### src/design/bedq_pkg.sv
// shared constants, types and helper functions of the band energy dequantizer
package bedq_pkg;

  localparam int BANDS    = 21;
  localparam int CHANNELS = 2;
  localparam int DEPTH    = BANDS * CHANNELS;
  localparam int IDX_W    = (DEPTH > 1) ? $clog2(DEPTH) : 1;

  localparam int E_W      = 24;
  localparam int SUM_W    = 28;

  localparam int E_FLOOR    = -9216;
  localparam int BETA_INTRA = 4915;
  localparam int E_MAX      = 8388607;
  localparam int E_MIN      = -8388608;

  typedef logic signed [E_W-1:0] energy_t;
  typedef logic [IDX_W-1:0]      idx_t;
  typedef logic [14:0]           coef_t;

  typedef struct packed {
    logic [1:0] frame_size_code;
    logic       intra_mode;
  } bedq_cfg_t;

  typedef struct packed {
    logic              kind;
    logic signed [7:0] coarse_index;
    logic [3:0]        fine_bits;
    logic [7:0]        fine_value;
  } bedq_item_t;

  localparam logic KIND_COARSE = 1'b0;
  localparam logic KIND_FINE   = 1'b1;

  function automatic coef_t pred_coef(input logic [1:0] code);
    coef_t c;
    case (code)
      2'd0:    c = 15'd29440;
      2'd1:    c = 15'd26112;
      2'd2:    c = 15'd21248;
      default: c = 15'd16384;
    endcase
    return c;
  endfunction

  function automatic coef_t beta_coef(input logic [1:0] code);
    coef_t c;
    case (code)
      2'd0:    c = 15'd30147;
      2'd1:    c = 15'd22282;
      2'd2:    c = 15'd12124;
      default: c = 15'd6554;
    endcase
    return c;
  endfunction

  function automatic energy_t sat_energy(input logic signed [SUM_W-1:0] x);
    energy_t r;
    if (x > SUM_W'(E_MAX)) begin
      r = energy_t'(E_MAX);
    end else if (x < SUM_W'(E_MIN)) begin
      r = energy_t'(E_MIN);
    end else begin
      r = x[E_W-1:0];
    end
    return r;
  endfunction

endpackage

### src/design/bedq_ram.sv
// generic single write port ram with registered read
module bedq_ram #(
  parameter int WIDTH = 24,
  parameter int DEPTH = 42
) (
  input  logic                                   clk,
  input  logic                                   we,
  input  logic [((DEPTH > 1) ? $clog2(DEPTH) : 1)-1:0] waddr,
  input  logic [WIDTH-1:0]                       wdata,
  input  logic                                   re,
  input  logic [((DEPTH > 1) ? $clog2(DEPTH) : 1)-1:0] raddr,
  output logic [WIDTH-1:0]                       rdata
);

  logic [WIDTH-1:0] mem [DEPTH];

  // read returns the old word on a same-address write
  always_ff @(posedge clk) begin
    if (we) begin
      mem[waddr] <= wdata;
    end
    if (re) begin
      rdata <= mem[raddr];
    end
  end

endmodule

### src/design/bedq_update.sv
// coarse and fine energy update arithmetic for one item
module bedq_update (
  input  bedq_pkg::bedq_item_t item,
  input  bedq_pkg::bedq_cfg_t  cfg,
  input  bedq_pkg::energy_t    e_cur,
  input  bedq_pkg::energy_t    carry_cur,
  output bedq_pkg::energy_t    e_new,
  output bedq_pkg::energy_t    carry_new
);

  bedq_pkg::coef_t           coef;
  bedq_pkg::coef_t           beta;
  bedq_pkg::energy_t         e_fl;
  logic signed [17:0]        q;
  logic signed [39:0]        pred_p;
  logic signed [39:0]        pred_b;
  logic signed [24:0]        pred_r;
  logic signed [33:0]        leak_p;
  logic signed [33:0]        leak_b;
  logic signed [18:0]        leak_r;
  logic signed [bedq_pkg::SUM_W-1:0] e_sum;
  logic signed [bedq_pkg::SUM_W-1:0] c_sum;
  logic [3:0]                b_eff;
  logic [3:0]                sh;
  logic [7:0]                v_m;
  logic [9:0]                odd;
  logic [9:0]                off_u;
  logic signed [10:0]        off;
  logic signed [bedq_pkg::SUM_W-1:0] f_sum;

  always_comb begin
    coef = cfg.intra_mode ? '0 : bedq_pkg::pred_coef(cfg.frame_size_code);
    beta = cfg.intra_mode ? bedq_pkg::coef_t'(bedq_pkg::BETA_INTRA)
                          : bedq_pkg::beta_coef(cfg.frame_size_code);

    // coarse path: floor, predict, add carry and index
    e_fl   = (e_cur < bedq_pkg::energy_t'(bedq_pkg::E_FLOOR))
             ? bedq_pkg::energy_t'(bedq_pkg::E_FLOOR) : e_cur;
    q      = signed'({item.coarse_index, 10'b0});
    pred_p = signed'({1'b0, coef}) * e_fl;
    pred_b = pred_p + 40'sd16384;
    pred_r = pred_b[39:15];
    e_sum  = bedq_pkg::SUM_W'(pred_r) + bedq_pkg::SUM_W'(carry_cur)
           + bedq_pkg::SUM_W'(q);

    // carry leak
    leak_p = signed'({1'b0, beta}) * q;
    leak_b = leak_p + 34'sd16384;
    leak_r = leak_b[33:15];
    c_sum  = bedq_pkg::SUM_W'(carry_cur) + bedq_pkg::SUM_W'(q)
           - bedq_pkg::SUM_W'(leak_r);

    // fine path: offset (2v+1) << (9-b) minus one half
    b_eff = (item.fine_bits > 4'd8) ? 4'd8 : item.fine_bits;
    v_m   = item.fine_value & 8'((9'd1 << b_eff) - 9'd1);
    sh    = 4'd9 - b_eff;
    odd   = {1'b0, v_m, 1'b1};
    off_u = odd << sh;
    off   = signed'({1'b0, off_u}) - 11'sd512;
    f_sum = bedq_pkg::SUM_W'(e_cur) + bedq_pkg::SUM_W'(off);

    if (item.kind == bedq_pkg::KIND_COARSE) begin
      e_new = bedq_pkg::sat_energy(e_sum);
    end else if (item.fine_bits == 4'd0) begin
      e_new = e_cur;
    end else begin
      e_new = bedq_pkg::sat_energy(f_sum);
    end
    carry_new = bedq_pkg::sat_energy(c_sum);
  end

endmodule

### src/design/band_energy_dequantizer_unit.sv
// top level of the band energy dequantizer: handshake, energy store, carries
//
// rebuilds per-band q10 log2 energies from decoded coarse and fine indices.
// one beat per clock sustained while the result channel is drained: an item
// accepted from the input ports is held in the stage one register, where the
// energy store's registered read (address from the input ports at accept)
// lines up with it while its update is computed and written back; its result
// then moves to the output register once that is free or being drained. a
// one-entry bypass of the last write covers back-to-back hits on the same
// band and channel. the store comes out of reset cleared through one valid
// bit per entry, so no clearing pass is needed and items are taken right
// after reset. an item with band or channel out of range only applies its
// frame start clear and reports energy zero. configuration is written
// through cfg_we / cfg_index / cfg_data and applies to the item in stage one after the write.
module band_energy_dequantizer_unit (
  input  logic              clk,
  input  logic              rst,
  // configuration write port
  input  logic              cfg_we,
  input  logic              cfg_index,
  input  logic [1:0]        cfg_data,
  // input channel
  input  logic              in_valid,
  output logic              in_ready,
  input  logic              kind,
  input  logic              frame_start,
  input  logic [4:0]        band,
  input  logic              channel,
  input  logic signed [7:0] coarse_index,
  input  logic [3:0]        fine_bits,
  input  logic [7:0]        fine_value,
  // result channel
  output logic              out_valid,
  input  logic              out_ready,
  output logic signed [23:0] energy,
  output logic [4:0]        band_out,
  output logic              channel_out
);

  // register indexes
  localparam logic CFG_FRAME_SIZE = 1'b0;
  localparam logic CFG_INTRA      = 1'b1;

  bedq_pkg::bedq_cfg_t cfg;

  // handshake
  logic accept;
  logic s1_adv;
  logic s1_fire;

  // input register stage
  logic                 s1_valid;
  bedq_pkg::bedq_item_t s1_item;
  logic                 s1_frame_start;
  logic [4:0]           s1_band;
  logic                 s1_channel;
  bedq_pkg::idx_t       s1_idx;
  logic                 s1_in_range;

  bedq_pkg::idx_t       in_idx;
  logic                 in_range;

  // energy store, valid bits and last-write bypass
  logic [bedq_pkg::DEPTH-1:0] valid_bits;
  logic [bedq_pkg::E_W-1:0]   ram_rdata;
  logic                       byp_valid;
  bedq_pkg::idx_t             byp_idx;
  bedq_pkg::energy_t          byp_data;
  bedq_pkg::energy_t          e_cur;

  // carries
  bedq_pkg::energy_t carry [2];
  bedq_pkg::energy_t carry_cur;
  bedq_pkg::energy_t e_new;
  bedq_pkg::energy_t carry_new;
  logic              ram_we;

  // configuration decode
  always_ff @(posedge clk) begin
    if (rst) begin
      cfg <= '0;
    end else if (cfg_we) begin
      unique case (cfg_index)
        CFG_FRAME_SIZE: cfg.frame_size_code <= cfg_data;
        CFG_INTRA:      cfg.intra_mode      <= cfg_data[0];
      endcase
    end
  end

  // stage advances when the result register is free or being drained
  assign s1_adv   = !out_valid || out_ready;
  assign in_ready = !s1_valid || s1_adv;
  assign accept   = in_valid && in_ready;
  assign s1_fire  = s1_valid && s1_adv;

  // store index of the incoming beat
  assign in_range = (int'(band) < bedq_pkg::BANDS) && (int'(channel) < bedq_pkg::CHANNELS);
  assign in_idx   = bedq_pkg::idx_t'(int'(band) + int'(channel) * bedq_pkg::BANDS);

  always_ff @(posedge clk) begin
    if (rst) begin
      s1_valid <= 1'b0;
    end else if (in_ready) begin
      s1_valid <= in_valid;
    end
  end

  always_ff @(posedge clk) begin
    if (accept) begin
      s1_item.kind         <= kind;
      s1_item.coarse_index <= coarse_index;
      s1_item.fine_bits    <= fine_bits;
      s1_item.fine_value   <= fine_value;
      s1_frame_start       <= frame_start;
      s1_band              <= band;
      s1_channel           <= channel;
      s1_idx               <= in_idx;
      s1_in_range          <= in_range;
    end
  end

  // read issued at accept, data lines up with the beat in stage one
  assign ram_we = s1_fire && s1_in_range;

  bedq_ram #(
    .WIDTH (bedq_pkg::E_W),
    .DEPTH (bedq_pkg::DEPTH)
  ) u_energy_ram (
    .clk   (clk),
    .we    (ram_we),
    .waddr (s1_idx),
    .wdata (e_new),
    .re    (accept),
    .raddr (in_idx),
    .rdata (ram_rdata)
  );

  // stored energy: last write wins over the ram word, unwritten reads zero
  always_comb begin
    if (byp_valid && (byp_idx == s1_idx)) begin
      e_cur = byp_data;
    end else if (valid_bits[s1_idx]) begin
      e_cur = signed'(ram_rdata);
    end else begin
      e_cur = '0;
    end
    carry_cur = s1_frame_start ? '0 : carry[s1_channel];
  end

  bedq_update u_update (
    .item      (s1_item),
    .cfg       (cfg),
    .e_cur     (e_cur),
    .carry_cur (carry_cur),
    .e_new     (e_new),
    .carry_new (carry_new)
  );

  // write back: valid bit, bypass entry, carries
  always_ff @(posedge clk) begin
    if (rst) begin
      valid_bits <= '0;
      byp_valid  <= 1'b0;
      carry[0]   <= '0;
      carry[1]   <= '0;
    end else if (s1_fire) begin
      if (s1_in_range) begin
        valid_bits[s1_idx] <= 1'b1;
        byp_valid          <= 1'b1;
      end
      // in-range coarse beat writes its own carry; frame start clears the rest
      if (s1_in_range && (s1_item.kind == bedq_pkg::KIND_COARSE)) begin
        carry[s1_channel] <= carry_new;
        if (s1_frame_start) begin
          carry[!s1_channel] <= '0;
        end
      end else if (s1_frame_start) begin
        carry[0] <= '0;
        carry[1] <= '0;
      end
    end
  end

  always_ff @(posedge clk) begin
    if (ram_we) begin
      byp_idx  <= s1_idx;
      byp_data <= e_new;
    end
  end

  // result register
  always_ff @(posedge clk) begin
    if (rst) begin
      out_valid <= 1'b0;
    end else if (s1_adv) begin
      out_valid <= s1_valid;
    end
  end

  always_ff @(posedge clk) begin
    if (s1_fire) begin
      energy      <= s1_in_range ? e_new : '0;
      band_out    <= s1_band;
      channel_out <= s1_channel;
    end
  end

  // stall only comes from a full, undrained result register
  a_stall_cause: assert property (@(posedge clk) disable iff (rst)
    !in_ready |-> (s1_valid && out_valid && !out_ready))
    else $error("input stalled without a blocked result");

  // a written entry is marked valid afterwards
  a_valid_set: assert property (@(posedge clk) disable iff (rst)
    ram_we |=> valid_bits[$past(s1_idx)])
    else $error("written entry not marked valid");

  // out of range bands report zero energy
  a_oor_zero: assert property (@(posedge clk) disable iff (rst)
    (out_valid && (int'(band_out) >= bedq_pkg::BANDS)) |-> (energy == '0))
    else $error("out of range band reported nonzero energy");

  // frame start leaves the other channel's carry cleared
  a_frame_clear: assert property (@(posedge clk) disable iff (rst)
    (s1_fire && s1_frame_start) |=> (carry[!$past(s1_channel)] == '0))
    else $error("frame start did not clear the other carry");

  // bypass always mirrors the last write
  a_bypass: assert property (@(posedge clk) disable iff (rst)
    ram_we |=> (byp_valid && (byp_data == $past(e_new))))
    else $error("bypass entry does not hold the last write");

endmodule

### config.mk
export PLATFORM = sky130hd
export DESIGN_NAME = band_energy_dequantizer_unit
export DESIGN_NICKNAME = d
export VERILOG_FILES = /design/src/design/bedq_pkg.sv /design/src/design/bedq_ram.sv /design/src/design/bedq_update.sv /design/src/design/band_energy_dequantizer_unit.sv
export SDC_FILE = /design/constraint.sdc
export NUM_CORES = 2
export LEC_CHECK = 0
export BUFFER_PORTS_ARGS = -buffer_cell sky130_fd_sc_hd__buf_2
export CORE_MARGIN = 8
export CORE_UTILIZATION = 50
export CTS_CLUSTER_SIZE = 16
export DETAILED_ROUTE_END_ITERATION = 10
export GPL_ROUTABILITY_DRIVEN = 0
export HOLD_SLACK_MARGIN = 0.15
export PLACE_DENSITY = 0.65
export SLEW_MARGIN = 5
export SYNTH_ARGS = -nofsm -noshare
export SYNTH_HDL_FRONTEND = slang
export SYNTH_HIERARCHICAL = 1
export SYNTH_SLANG_ARGS = --single-unit
### constraint.sdc
create_clock -name clk -period 16.61 [get_ports clk]
set_clock_uncertainty 0.1 [all_clocks]
set_input_delay 4.1525 -clock clk [delete_from_list [all_inputs] [get_ports clk]]
set_output_delay 4.1525 -clock clk [all_outputs]
set_load 0.01 [all_outputs]
; After elaboration in Yosys (flattened, before gate mapping)
; Memory sizes are Yosys's and may differ from the RTL's. A register that Yosys moved wholly into a read port is not among the register bits.
; Cells that the tools add are included.
[totals]
reg_bits = 143
mem_bits_rw = 1056
input_bits = 36
out_inout_bits = 32
n_memories = 2
[mem_list]
columns = name, depth, width, read_ports, rd_clocked_by_memory_dff, write_ports, line_no
row1 = u_energy_ram.mem, 42, 24, 1, 1, 1, bedq_ram.sv:15  ; logic [WIDTH-1:0] mem [DEPTH];
row2 = carry, 2, 24, 1, 1, 2, band_energy_dequantizer_unit.sv:72  ; bedq_pkg::energy_t carry [2];
[op_classes]
n_addsub = 11
multipliers = 3
n_lt_le_gt_ge = 11
n_eq_ne = 3
shifts = 2
mux = 47
bitwise_logic = 6
n_reduce_logical = 18
[op_table]
columns = op, count
row1 = $mux W24, 16
row2 = $gt A28 B24 Y1 const B, 3
row3 = $lt A28 B24 Y1 const B, 3
row4 = $reduce_or A24 Y1, 2
row5 = $pmux W15 S3, 1
row6 = $or A42 B42 Y42, 1
row7 = $pmux W14 S3, 1
row8 = $add A40 B16 Y40 const B, 1
row9 = $mul A16 B24 Y40, 1
row10 = $add A34 B16 Y34 const B, 1
row11 = $mux W15, 2
row12 = $add A26 B18 Y27, 1
row13 = $add A25 B24 Y26, 1
row14 = $sub A25 B19 Y26, 1
row15 = $add A24 B11 Y25, 1
row16 = $add A24 B18 Y25, 1
row17 = $lt A24 B15 Y1 const B, 1
row18 = $mul A16 B8 Y24, 1
row19 = $mux W1, 24
row20 = $sub A10 B10 Y11 const B, 1
row21 = $shl A9 B4 Y10, 1
row22 = $and A8 B8 Y8, 1
row23 = $shl A1 B4 Y8 const A, 1
row24 = $sub A8 B1 Y8 const B, 1
row25 = 21 further kinds, 33

; Logic depth before layout (Yosys ltp)
[depth]
depth_word = 14
mapped_depth = 53
mapped_depth_nobuf = 48

; Cells and area by module
; Netlist, hierarchy kept.
[modules_own_cells]
columns = mod, n_inst, cells_per_inst, area_each_um2, seq_area_each_um2
row1 = bedq_ram, 1, 2056, 40128.5, 30989.7
row2 = bedq_update, 1, 2072, 16559.6, 0.0
row3 = band_energy_dequantizer_unit, 1, 654, 7666.1, 4794.6

; Least setup slack after synthesis
; Ideal clock, no wire load.
[synth_path]
kind = reg-to-reg
startpoint = register s1_idx[5]
endpoint = register byp_data[20] (data pin)
setup_time_ns = 0.455
arrival_ns = 12.503
setup_slack_ns = 3.552
stages_incl_launch_ff = 45
path_buffers = 4
path_cell_list = edfxtp_1 clkbuf_1 nor3b_1 inv_1 o22ai_1 a2111oi_4 buf_4 a21oi_1 nand4_1 or4_1 ha_1 nor2_1 clkbuf_1 nand2_1 or2_2 fa_1 inv_1 fa_1 [... 9 more ...] a2111oi_0 nor4_1 nor3_1 o41ai_2 o21bai_1 a21oi_1 xnor2_1 fa_1 ha_1 a21o_1 a21oi_1 o21ai_0 a221oi_1 o21ai_1 xnor2_1 o41a_2 clkbuf_1 o221ai_1
[synth_via]
elab_chain_len = 14
word_cells_on_any_way = 23
classes_between = 4 x add/sub / 1 x mul / 5 x order compare / 1 x eq/ne / 11 x mux / 1 x reduce/logical
[synth_rtl]
columns = item, line_no
row1 = start: declaration, band_energy_dequantizer_unit.sv:57  ; bedq_pkg::idx_t s1_idx;
row2 = start signal: assignment, band_energy_dequantizer_unit.sv:117  ; s1_idx <= in_idx;
row3 = $bmux W1 S6, band_energy_dequantizer_unit.sv:142  ; end else if (valid_bits[s1_idx]) begin
row4 = $mux W1 (implied by the code), band_energy_dequantizer_unit.sv:142
row5 = $mux W24, band_energy_dequantizer_unit.sv:142
row6 = $mux W24 (*), band_energy_dequantizer_unit.sv:140  ; if (byp_valid && (byp_idx == s1_idx)) begin
row7 = via e_cur[21], band_energy_dequantizer_unit.sv:69  ; bedq_pkg::energy_t e_cur;
row8 = $lt A24 B15 Y1, bedq_update.sv:37  ; e_fl = (e_cur < bedq_pkg::energy_t'(bedq_pkg::E_FLOOR))
row9 = $mux W24, bedq_update.sv:38  ; ? bedq_pkg::energy_t'(bedq_pkg::E_FLOOR) : e_cur;
row10 = $mul A16 B24 Y40, bedq_update.sv:40  ; pred_p = signed'({1'b0, coef}) * e_fl;
row11 = $add A40 B16 Y40, bedq_update.sv:41  ; pred_b = pred_p + 40'sd16384;
row12 = $add A25 B24 Y26, bedq_update.sv:43  ; e_sum = bedq_pkg::SUM_W'(pred_r) + bedq_pkg::SUM_W'(carry_cur)
row13 = $add A26 B18 Y27, bedq_update.sv:44  ; + bedq_pkg::SUM_W'(q);
row14 = $lt A28 B24 Y1, bedq_pkg.sv:62  ; end else if (x < SUM_W'(E_MIN)) begin
row15 = $mux W24, bedq_pkg.sv:62
row16 = $mux W24, bedq_pkg.sv:60  ; if (x > SUM_W'(E_MAX)) begin
row17 = $mux W24 (*), bedq_update.sv:62  ; if (item.kind == bedq_pkg::KIND_COARSE) begin
row18 = via e_new[20], band_energy_dequantizer_unit.sv:74  ; bedq_pkg::energy_t e_new;
row19 = end signal: assignment, band_energy_dequantizer_unit.sv:187  ; byp_data <= e_new;
row20 = end: declaration, band_energy_dequantizer_unit.sv:68  ; bedq_pkg::energy_t byp_data;
; The timed path passes the listed nets; every way through them passes the cells marked *. The select of a mux whose other input is x is not followed.
; A chain may end at the register's enable or synchronous reset.

; Final worst setup path
[layout_path]
startpoint = register s1_idx[1]
endpoint = memory u_energy_ram.mem[37][14] (data pin)
[layout_via]
elab_chain_len = 14
word_cells_on_any_way = 23
classes_between = 4 x add/sub / 1 x mul / 5 x order compare / 1 x eq/ne / 11 x mux / 1 x reduce/logical
[layout_rtl]
columns = item, line_no
row1 = $bmux W1 S6, band_energy_dequantizer_unit.sv:142
row2 = $mux W1 (implied by the code), band_energy_dequantizer_unit.sv:142
row3 = $mux W24, band_energy_dequantizer_unit.sv:142
row4 = $mux W24 (*), band_energy_dequantizer_unit.sv:140
row5 = via e_cur[13], band_energy_dequantizer_unit.sv:69
row6 = $lt A24 B15 Y1, bedq_update.sv:37
row7 = $mux W24, bedq_update.sv:38
row8 = $mul A16 B24 Y40, bedq_update.sv:40
row9 = $add A40 B16 Y40, bedq_update.sv:41
row10 = $add A25 B24 Y26, bedq_update.sv:43
row11 = $add A26 B18 Y27, bedq_update.sv:44
row12 = $lt A28 B24 Y1, bedq_pkg.sv:62
row13 = $mux W24, bedq_pkg.sv:62
row14 = $mux W24, bedq_pkg.sv:60
row15 = $mux W24 (*), bedq_update.sv:62
row16 = via e_new[14], band_energy_dequantizer_unit.sv:74
row17 = end: declaration, bedq_ram.sv:15
; Marks and branches as above.

==> results_tabular.tex <==
\begin{tabular}{lr}
\hline
Metric & Value \\
\hline
\multicolumn{2}{l}{\textbf{Min path}} \\
\quad Worst min-delay path startpoint & s1\_band[3] \\
\quad Worst hold path class & reg -> reg \\
\quad Depth of the worst hold-timing path & 0 \\
\quad Sink of the worst hold path & band\_out[3] \\
\multicolumn{2}{l}{\textbf{Worst setup path}} \\
\quad CP Launch Type & flop \\
\quad WS Path Type & reg -> reg \\
\quad Max stage delay on crit path & 0.93 ns \\
\quad CP max stage cell & a2111oi\_4 \\
\quad Data arrival time of the critical path & 15.90 ns \\
\quad Worst flop-to-flop path startpoint & s1\_idx[1] \\
\quad Count of cells along the worst register-to-register path & 41 \\
\quad Crit Path Max Fanout & 23 \\
\quad Reg2reg end & u\_energy\_ram/mem[37][14] \\
\quad WP data required & approximately 17 ns \\
\quad Flop-to-flop setup slack & $\sim$1.2 ns \\
\quad Critical Path End Type & flop \\
\multicolumn{2}{l}{\textbf{Yosys}} \\
\quad Nets in the synthesized netlist & roughly 5,300 \\
\quad Cells after Synth & 4,782 \\
\quad Yosys warnings & 6 \\
\quad Register bit count reported by yosys & 1,224 \\
\quad Syn Std Cell Area & about 64,000 sq um \\
\quad Number of synthesized flops with an enable pin & around 1,100 \\
\quad Number of library cell types mapped by synthesis & 94 \\
\quad Predominant post-synthesis flop cell & edfxtp\_1 \\
\quad Avg Cell Area, Syn & 13.5 sq um \\
\quad Sequential area share after synthesis & 0.556 \\
\quad Post-synth ARST share & 0 \\
\multicolumn{2}{l}{\textbf{STA}} \\
\quad Number of endpoints with negative hold slack in the final report & 0 \\
\quad Post-route clock period utilization & 0.929 \\
\quad F\_max & 64.8 MHz \\
\quad Setup TNS & 0 ns \\
\quad Slew margin rel. & 0.172 \\
\quad Worst Max-Slew Pin Slew & about 1.2 ns \\
\quad Unrepaired setup endpoints after global routing & no \\
\quad Setup Viol. Count Final & 0 \\
\quad Count of pins over their slew limit & 0 \\
\quad Final worst path period need & 15.43 ns \\
\multicolumn{2}{l}{\textbf{Final layout}} \\
\quad Fraction of final layout cells with drive strength greater than 1 & 0.123 \\
\quad Net count of the finished layout & 5,431 \\
\quad Final Cell Area & 71,300 sq um \\
\quad Most common library cell in the layout ignoring fill and taps & edfxtp\_1 \\
\quad Top library cells by usage in the layout, fill and taps aside & edfxtp\_1 (1,127), mux2i\_1 (477), inv\_1 (380), nor2\_1 (331), ha\_1 (314) \\
\quad Growth of design area from synthesis to finish & 10.9\% \\
\multicolumn{2}{l}{\textbf{Clock tree}} \\
\quad Number of levels in the clock H-tree & 4 \\
\quad Post-cts repair resize count & 0 \\
\quad Maximum clock path buffer count & 3 \\
\quad Sink Count & approximately 1,200 \\
\quad Number of buffers inserted by hold repair at cts & 0 \\
\quad Clk Latency, worst-skew pair & 0.76 ns \\
\quad TritonCTS buffer count & 132 \\
\quad Post-CTS Setup Inserts & 0 \\
\quad Clock-pin slew reported for the worst setup and hold paths after clock tree synthesis & approximately 0.060 ns \\
\quad Root buf cell & clkbuf\_16 \\
\quad CTS tree & done \\
\multicolumn{2}{l}{\textbf{Die}} \\
\quad I/O pin total & 68 \\
\quad Y dimension of the die & 375 um \\
\quad Area of the core & 128,000 sq um \\
\quad Number of cell rows & 131 \\
\quad Starting utilization of the core area & 0.504 \\
\quad Die width & 375 um \\
\quad Die footprint & approximately 140,000 sq um \\
\multicolumn{2}{l}{\textbf{GRT}} \\
\quad GRT Resource Usage Total & 0.240 \\
\quad Antenna violations before repair & 1 \\
\quad Global-route wire length before repair & 255,000 um \\
\quad Remaining global-route overflow & 0 \\
\quad Via count of the first global-routing pass & $\sim$40,000 \\
\quad Largest net degree at the start of global routing & 116 \\
\multicolumn{2}{l}{\textbf{Power}} \\
\quad Total Power Consumption & 0.00953 W \\
\quad Peak ir drop on the vdd network & 0.169 mV \\
\quad Total power density per cell area & between 100 and 150 nW/um\^{}2 \\
\quad Leakage power total & between 20 and 30 nW \\
\multicolumn{2}{l}{\textbf{Outcome}} \\
\quad Run status & completed \\
\multicolumn{2}{l}{\textbf{Route}} \\
\quad DR vias & slightly above 40,000 \\
\quad DRT Pass-1 Iters & 6 \\
\quad Routed len/inst & 26.0 um \\
\quad Number of DRC violations after detailed routing & 0 \\
\quad Number of routed nets with antenna violations & 0 \\
\quad Initial detailed-routing violation count & 3,765 \\
\quad Mean number of vias per cell & 6.09 \\
\quad Detailed Route WL & 173,000 um \\
\multicolumn{2}{l}{\textbf{Place}} \\
\quad \# port buffers & 67 \\
\quad Total half-perimeter wirelength after legalization and detailed placement & 109,000 um \\
\quad Placed instance area & 66,900 sq um \\
\multicolumn{2}{l}{\textbf{Flow run}} \\
\quad Max Cap Violations & 0 \\
\hline
\end{tabular}
-- flip-flops by register name, indices dropped and copies added, names as in the netlist, named ones only --
| signal | count |
|---|---|
| u_energy_ram/mem | 1008 |
| channel_out | 1 |
| s1_band | 5 |
| s1_in_range | 1 |
| out_valid | 1 |
| valid_bits | 42 |
| s1_frame_start | 1 |
| byp_data | 24 |
| s1_channel | 1 |
| energy | 24 |
| s1_idx | 6 |
| carry | 48 |
| band_out | 5 |
| cfg | 3 |
| s1_valid | 1 |
| byp_valid | 1 |
| s1_item | 21 |
| byp_idx | 6 |
| u_energy_ram/rdata | 24 |
-- layer usage --
layer / GRT usage / share of wire / vias to the layer above
li1: - / - / 17898
met1: 0.344 / 0.43 / 20584
met2: 0.377 / 0.46 / 1652
met3: 0.0418 / 0.082 / 283
met4: 0.0698 / 0.029 / 0
met5: 0 / 0 / -
-- final cells by class --
cell class	count	area (sq um)
fill	10262	56300
sequential	1224	35800
multi-input combinational	2943	26400
clock buffer	163	3490
tap	1662	2080
inverter	384	1440
timing repair buffer	185	1280
clock inverter	76	892
antenna	1	2.50
-- where the power goes --
part	total, W	switching [W]	internal (W)
clock network	0.00293	0.00124	0.00169
registers	0.00360	0.0000342	0.00357
logic	0.00300	0.00187	0.00113
-- Yosys cell counts, drive strengths merged, types with 29 or more instances --
cell / n / share of area
a21o: 73 / 0.0085
a21oi: 217 / 0.017
a221oi: 53 / 0.0077
a22o: 49 / 0.0067
a22oi: 145 / 0.017
and2: 86 / 0.0084
buf: 93 / 0.0096
clkbuf: 138 / 0.0082
dfxtp: 97 / 0.030
edfxtp: 1127 / 0.53
fa: 209 / 0.065
ha: 316 / 0.061
inv: 381 / 0.022
mux2: 31 / 0.0054
mux2i: 477 / 0.074
mux4: 53 / 0.019
nand2: 145 / 0.0085
nand2b: 32 / 0.0031
nor2: 373 / 0.022
nor2b: 33 / 0.0032
nor3: 41 / 0.0032
o211ai: 43 / 0.0050
o21ai: 93 / 0.0072
o22ai: 30 / 0.0029
o41ai: 29 / 0.0070
xnor2: 72 / 0.0099
xor2: 58 / 0.0079
-- worst max-delay path by stage --
stage               startpoint                  endpoint  slack [ns]  cells past startpoint
floorplan            s1_idx[5]              byp_data[20]        3.55                     44
global placement     s1_idx[1]                 energy[8]        1.57                     43
detailed placement   s1_idx[1]                 energy[8]        1.37                     42
CTS                  s1_idx[1]                 energy[8]        1.33                     42
global route         s1_idx[0]                 energy[8]        0.29                     44
finish               s1_idx[1]  u_energy_ram/mem[37][14]        1.18                     41
-- critical path, delay by kind of cell, from the launching register on --
kind                     cells  cell delay (ns)
buffers and inverters        5             0.58
AND/OR/NAND/NOR              7             2.24
multiplexers                 2             0.90
flip-flops                   1             0.91
AO/OA/AOI/OAI               15             5.92
XOR/XNOR                     2             0.40
adder cells (fa/ha/maj)     10             4.09
-- metrics by stage --
step,utilization,worst slack (ns),hold WS (ns),instances
finish,0.559,1.18,0.319,6638
global route,0.559,0.292,0.322,6637
CTS,0.559,1.33,0.319,6637
detailed placement,0.524,1.37,0.306,6398
global placement,0.524,1.57,0.302,6398
floorplan,-,3.55,0.300,4782
-- cells by family after synthesis --
| family | after synthesis | synth area share |
|---|---|---|
| adder cells (fa/ha/maj) | 534 | 0.128 |
| XOR/XNOR | 131 | 0.0182 |
| AO/OA/AOI/OAI | 879 | 0.0981 |
| multiplexers | 561 | 0.0982 |
| AND/OR/NAND/NOR | 838 | 0.0614 |
| flip-flops | 1224 | 0.556 |
| buffers and inverters | 615 | 0.0402 |
Power figures use the tool's default switching activity.
